--- src/oite_pkg.sv ---
package oite_pkg;

   localparam int DefDepth = 32;
   localparam int DefPayloadWidth = 32;
   localparam int IdWidth = 16;

   typedef enum logic [3:0] {
      OP_ADD = 4'd0,
      OP_DELETE = 4'd1,
      OP_UPDATE = 4'd2,
      OP_MOVE = 4'd3,
      OP_REORDER = 4'd4,
      OP_TOGGLE = 4'd5,
      OP_DUPLICATE = 4'd6,
      OP_CLEAR = 4'd7,
      OP_LOAD = 4'd8,
      OP_READ = 4'd9
   } op_type;

   localparam logic [1:0] ST_OK = 2'd0;
   localparam logic [1:0] ST_FULL = 2'd1;
   localparam logic [1:0] ST_NOT_FOUND = 2'd2;
   localparam logic [1:0] ST_RANGE = 2'd3;

   // Per-cell write command issued by the controller to each cell of the row.
   typedef enum logic [2:0] {
      CMD_HOLD,
      CMD_FROM_UP,
      CMD_FROM_DOWN,
      CMD_FROM_BUS,
      CMD_SET_EN,
      CMD_SET_EN_PAY
   } cmd_type;

   typedef enum logic [1:0] {
      S_IDLE,
      S_SEARCH,
      S_APPLY,
      S_OUT
   } state_type;

endpackage

--- src/oite_cell.sv ---
module oite_cell
   import oite_pkg::*;
#(
   parameter int PW = DefPayloadWidth
) (
   input  logic                clock,
   input  cmd_type             cmd,
   input  logic [IdWidth-1:0]  up_id,
   input  logic                up_en,
   input  logic [PW-1:0]       up_pay,
   input  logic [IdWidth-1:0]  dn_id,
   input  logic                dn_en,
   input  logic [PW-1:0]       dn_pay,
   input  logic [IdWidth-1:0]  bus_id,
   input  logic                bus_en,
   input  logic [PW-1:0]       bus_pay,
   input  logic [IdWidth-1:0]  key,
   output logic                hit,
   output logic [IdWidth-1:0]  id_q,
   output logic                en_q,
   output logic [PW-1:0]       pay_q
);

   logic [IdWidth-1:0] id_ff, id_in;
   logic               en_ff, en_in;
   logic [PW-1:0]      pay_ff, pay_in;

   // Select the next contents of the cell.
   always_comb begin
      id_in = id_ff;
      en_in = en_ff;
      pay_in = pay_ff;
      unique case (cmd)
         CMD_HOLD: ;
         CMD_FROM_UP: begin
            id_in = up_id; en_in = up_en; pay_in = up_pay;
         end
         CMD_FROM_DOWN: begin
            id_in = dn_id; en_in = dn_en; pay_in = dn_pay;
         end
         CMD_FROM_BUS: begin
            id_in = bus_id; en_in = bus_en; pay_in = bus_pay;
         end
         CMD_SET_EN: en_in = bus_en;
         CMD_SET_EN_PAY: begin
            en_in = bus_en; pay_in = bus_pay;
         end
         default: ;
      endcase
   end

   always_ff @(posedge clock) begin
      id_ff <= id_in;
      en_ff <= en_in;
      pay_ff <= pay_in;
   end

   assign hit = (id_ff == key);
   assign id_q = id_ff;
   assign en_q = en_ff;
   assign pay_q = pay_ff;

endmodule

--- config.mk ---
export PLATFORM = sky130hd
export DESIGN_NAME = oite_cell
export DESIGN_NICKNAME = d
export VERILOG_FILES = /design/src/oite_pkg.sv /design/src/oite_cell.sv
export SDC_FILE = /design/constraint.sdc
export NUM_CORES = 1
export LEC_CHECK = 0
export BUFFER_PORTS_ARGS = -buffer_cell sky130_fd_sc_hd__buf_2
export CELL_PAD_IN_SITES_DETAIL_PLACEMENT = 1
export CELL_PAD_IN_SITES_GLOBAL_PLACEMENT = 2
export CORE_MARGIN = 1
export CORE_UTILIZATION = 19
export CTS_CLUSTER_DIAMETER = 50
export CTS_CLUSTER_SIZE = 40
export DETAILED_ROUTE_END_ITERATION = 12
export GPL_TIMING_DRIVEN = 0
export HOLD_SLACK_MARGIN = 0.12
export PLACE_DENSITY = 0.79
export SLEW_MARGIN = 30
export SYNTH_ARGS = -nofsm -noshare
export SYNTH_HDL_FRONTEND = slang
export SYNTH_SLANG_ARGS = --single-unit
--- constraint.sdc ---
create_clock -name clock -period 3.7 [get_ports clock]
set_input_delay 0.74 -clock clock [delete_from_list [all_inputs] [get_ports clock]]
set_output_delay 0.74 -clock clock [all_outputs]
set_load 0.01 [all_outputs]
**Word-level counts from Yosys, hierarchy flattened**

Cells that the tools add are included.

- Bits in registers: 49
- Latch bits: 0
- RAM bits: 0
- Bits in read-only memories: 0
- Bits of input ports: 167
- Output and inout port bits: 50
- Logic and storage cells: 17
- Memories kept: 0

- Add/sub/neg operators: 0
- Multipliers: 0
- Div/mod/pow operators: 0
- $lt $le $gt $ge: 0
- Equality and inequality tests: 6
- Shifts and indexed selects: 0
- Muxes and demuxes: 3
- Bitwise gates (word level): 0
- Reduce and logical (&&, ||, !) cells: 5

Operator list:

| cell | number |
|---|---|
| case mux 32 bit (3 select lines) | 1 |
| case mux 16 bit (3 select lines) | 1 |
| equality test 16 bit | 1 |
| nonzero test 3 bit | 3 |
| equality test 3 x 2 -> 1 bit (second input constant) | 2 |
| equality test 3 bit (second input constant) | 2 |
| equality test 3 x 1 -> 1 bit (second input constant) | 1 |
| case mux 1 bit (3 select lines) | 1 |
| OR reduction 3 bit | 1 |
| OR reduction 2 bit | 1 |

**Depth between registers and ports, before layout**

- Word-level depth: 3
- Mapped depth: 6
- Gate-level depth less buffers: 3

**Worst setup path before layout**

Ideal clock, no wire load.

- Kind: input to register
- Start: input cmd[1]
- End: register pay_ff[0], in the netlist pay_q[0] (enable)
- Library setup time: 0.466 ns
- Arrival: 3.181 ns
- Required time: 3.234 ns
- Setup slack: 0.054 ns
- Stages: 2
- Path buffers: 1
- Path through: buf_4 o21ai_0

- Word-level cells in the longest chain between the ends: 3
- Elaborated cells between the ends (all ways): 6
- Those cells by class: 4 x eq/ne; 2 x reduce/logical

RTL lines:

| what | line | RTL |
|---|---|---|
| start: declaration | oite_cell.sv:7 | `input cmd_type cmd,` |
| equality test 3 bit or equality test 3 x 2 -> 1 bit (tied branches) | oite_cell.sv:33 | `unique case (cmd)` |
| OR reduction 2 bit (no source line) | n/a |  |
| nonzero test 3 bit (no source line) (*) | n/a |  |
| end signal: assignment | oite_cell.sv:55 | `pay_ff <= pay_in;` |
| end: declaration | oite_cell.sv:26 | `logic [PW-1:0] pay_ff, pay_in;` |

Mark *: on every way between the ends. The rest lies on a longest branch, timed or not.
A chain may end at the register's enable or synchronous reset.

**Worst setup path after layout**

- Start: input cmd[0]
- End: register id_ff[9], in the netlist id_q[9] (enable)

- Word-level cells in the longest chain between the ends: 2
- Elaborated cells between the ends (all ways): 4
- Those cells by class: 3 x eq/ne; 1 x reduce/logical

RTL lines:

| what | line | RTL |
|---|---|---|
| equality test 3 x 2 -> 1 bit or equality test 3 x 1 -> 1 bit (tied branches) | oite_cell.sv:33 |  |
| nonzero test 3 bit (no source line) (*) | n/a |  |
| end signal: assignment | oite_cell.sv:53 | `id_ff <= id_in;` |
| end: declaration | oite_cell.sv:24 | `logic [IdWidth-1:0] id_ff, id_in;` |

Marked as above.

==> flow_summary.ini <==
[clocking]
cts_buffers = 5
htreeDepth = 2
clk_path_buf_depth = 2
cts_setup_buffers = 0
path_clk_slew_ns = 0.07
cts-resized-gates = 0
cts_tree = yes
cts_hold_buf = 0
cts_sinks = 49
cts-root-buf = clkbuf_16

[yosys]
synth_top_family_by_area = compound AO/OA/AOI/OAI gates
synth_commonest_cells = edfxtp_1, a221o_1, and2_1, mux2i_1, o21ai_0
synth_largest_area_cell = edfxtp_1
synthTopCellsByArea = edfxtp_1, a221o_1, and2_1, mux2i_1, xnor2_1
synth_edf_count = 49
yosysSeqAreaShare_pct = 55.7
synthMostInstantiatedCell = edfxtp_1
synth_xor_area_share_pct = 5.30
synth_area_per_cell_sq_um = 12.4
synth-main-ff-cell = edfxtp_1
yosys.area.top_type_share_pct = 55.7
syn_inst = 214
synthArstFlopShare_pct = 0
synth_fa_ha_area_share_pct = 0
syn_area_sq_um = 2640
syn_nets = 381
yosysUniqueCellTypes = 23
muxShareOfSynthArea_pct = 6.86
synth-simple-area-share_pct = 12.4
ys_ff_latch = 49
ys_warn_count = 0
synth-compound-area-share_pct = 16.7

[sta]
drv_slew = 0
worst_slew_pin_slew_ns = 0.898
maxSlewHeadroom_pct = 40.0
max_freq_mhz = 419
setup_viol_count_final = 0
finalHoldViolCount = 0
fin_crit_ns = 2.39
rsz0062_at_grt = no
setup_ws_ns = 1.31
period_share_pct = 64.5

[global_routing]
track_usage_pct = 13.9
top_usage_layer = met2
use_met2_pct = 26.7
overflow = 0
grt_pass1_vias = 2839
grt_first_pass_wirelength_um = 15100
grtUsageMet1_pct = 14.0
use_met3_pct = 5.13
antenna_found_initial = 1
grt_max_degree = 21

[outcome]
outcome = finished, final reports clean

[power]
power_switching_mw = 0.413
internal-power_mw = 1.12
power_mw = 1.53
vdd_drop_max_v = 0.000156
combPwrFrac_pct = 23.2
power.share.switching_pct = 26.9
pwr-share-clk_pct = 30.0
power.leakage_nw = 1.89
power_frac_seq_pct = 46.8
powerDensity_nw_per_um2 = 371

[floorplanning]
row_count = 42
core_area_sq_um = 13400
pin_count = 217
initial_core_util_pct = 19.7
die_h_um = 120
die_x_um = 120
die-area_sq_um = 14400

[final_layout]
fillers = 1604
final_core_util_pct = 30.8
area_growth_pct = 56.0
finalNetCount = 604
drive_above_1_share_pct = 54.1
num_antenna_cells = 0

[critical_path]
criticalPathCategory = primary input to register
required_ns = 3.62
path_max_fanout = 16
end_kind = register
start_kind = primary input
cp.arrival_ns = 2.31

[placement]
pre_cts_slack_ns = 0.886
hpwl_um = 8370
port_buffers = 215
globalplace.congestion = 0.814

[detailed_routing]
vias = 2685
vias_per_cell = 4.37
dr.pass1.iters = 4
post-route-drc-count = 0
detail_route.wl_per_cell_um = 16.4
drt_wl_total_um = 10000
drtAntennaViolNets = 0
drt_iter0_drc = 63

[hold_path]
min_from = up_id[12]
whs_path_depth = 3
hold_path.class = primary input to register
worstHoldEndpoint = id_q[12]

[job]
maxCapViolCount = 0
## power by group through the flow
stage | sequential, mW | combinational (mW) | clock [mW]
after floorplan | 0.762 | 0.123 | 0
after global placement | 0.730 | 0.346 | 0
after detailed placement | 0.731 | 0.363 | 0
after CTS | 0.719 | 0.363 | 0.473
after global routing | 0.723 | 0.391 | 0.501
final | 0.717 | 0.355 | 0.459
## worst max-delay path: stages
cell	delay [ns]
buf_2	0.10
buf_2	0.31
buf_2	0.41
nor2_1	0.11
nor2_2	0.63
## layout by cell type, fill, tap and decap left out, drive strengths merged, types with 2 or more instances in the layout
| master | instances |
|---|---|
| a21oi | 2 |
| a221o | 32 |
| and2 | 32 |
| buf | 226 |
| clkbuf | 11 |
| clkinv | 3 |
| edfxtp | 49 |
| mux2i | 17 |
| nand2 | 16 |
| nand2b | 2 |
| nand4 | 4 |
| nor2 | 3 |
| o21ai | 17 |
| xnor2 | 16 |
## state kept, by name (all words and copies together) (netlist names)
name and flops:
pay_q 32, id_q 16, en_q 1
## worst max path at each step
stage                            to  cells past startpoint  startpoint
after floorplan            pay_q[0]                      2      cmd[1]
after detailed placement    id_q[7]                      5      cmd[0]
final                       id_q[9]                      5      cmd[0]
after global placement    pay_q[20]                      3      cmd[0]
after CTS                   id_q[9]                      5      cmd[0]
after global routing        id_q[9]                      5      cmd[0]
## final cells by class
type	count	area (sq um)	area share [%]
plain buffers	16	77.6	1.88
clock buffers	5	125	3.03
clock inverters	3	17.5	0.425
inverters	1	3.75	0.0910
multi-input cells	148	1100	26.8
flip-flops and latches	49	1470	35.7
well taps	176	220	5.34
repair buffers	216	1100	26.8
## metrics by stage
| stage | area [sq um] | instances | TNS, ns | hold WS (ns) |
|---|---|---|---|---|
| 6_report | 4120 | 614 | 0 | 0.723 |
| 5_1_grt | 4120 | 614 | 0 | 0.729 |
| 4_1_cts | 4120 | 614 | 0 | 0.721 |
| 3_5_place_dp | 3980 | 606 | 0 | 1.02 |
| 3_3_place_gp | 3940 | 605 | -44.13 | 1.01 |
| 2_1_floorplan | 2640 | 214 | 0 | 0.926 |
## cell families after synthesis
| family | Yosys count |
|---|---|
| and+or+nand+nor | 60 |
| AOI/OAI and AO/OA | 54 |
| DFF | 49 |
| muxes | 18 |
| buffers and inverters | 17 |
| xor gates and xnor gates | 16 |
## routing by layer
metal	vias up	share of wire [%]
met4	2	0.74
met2	161	51
met5	-	0.13
met1	1242	37
met3	9	11
li1	1271	-
Power figures use the tool's default switching activity.
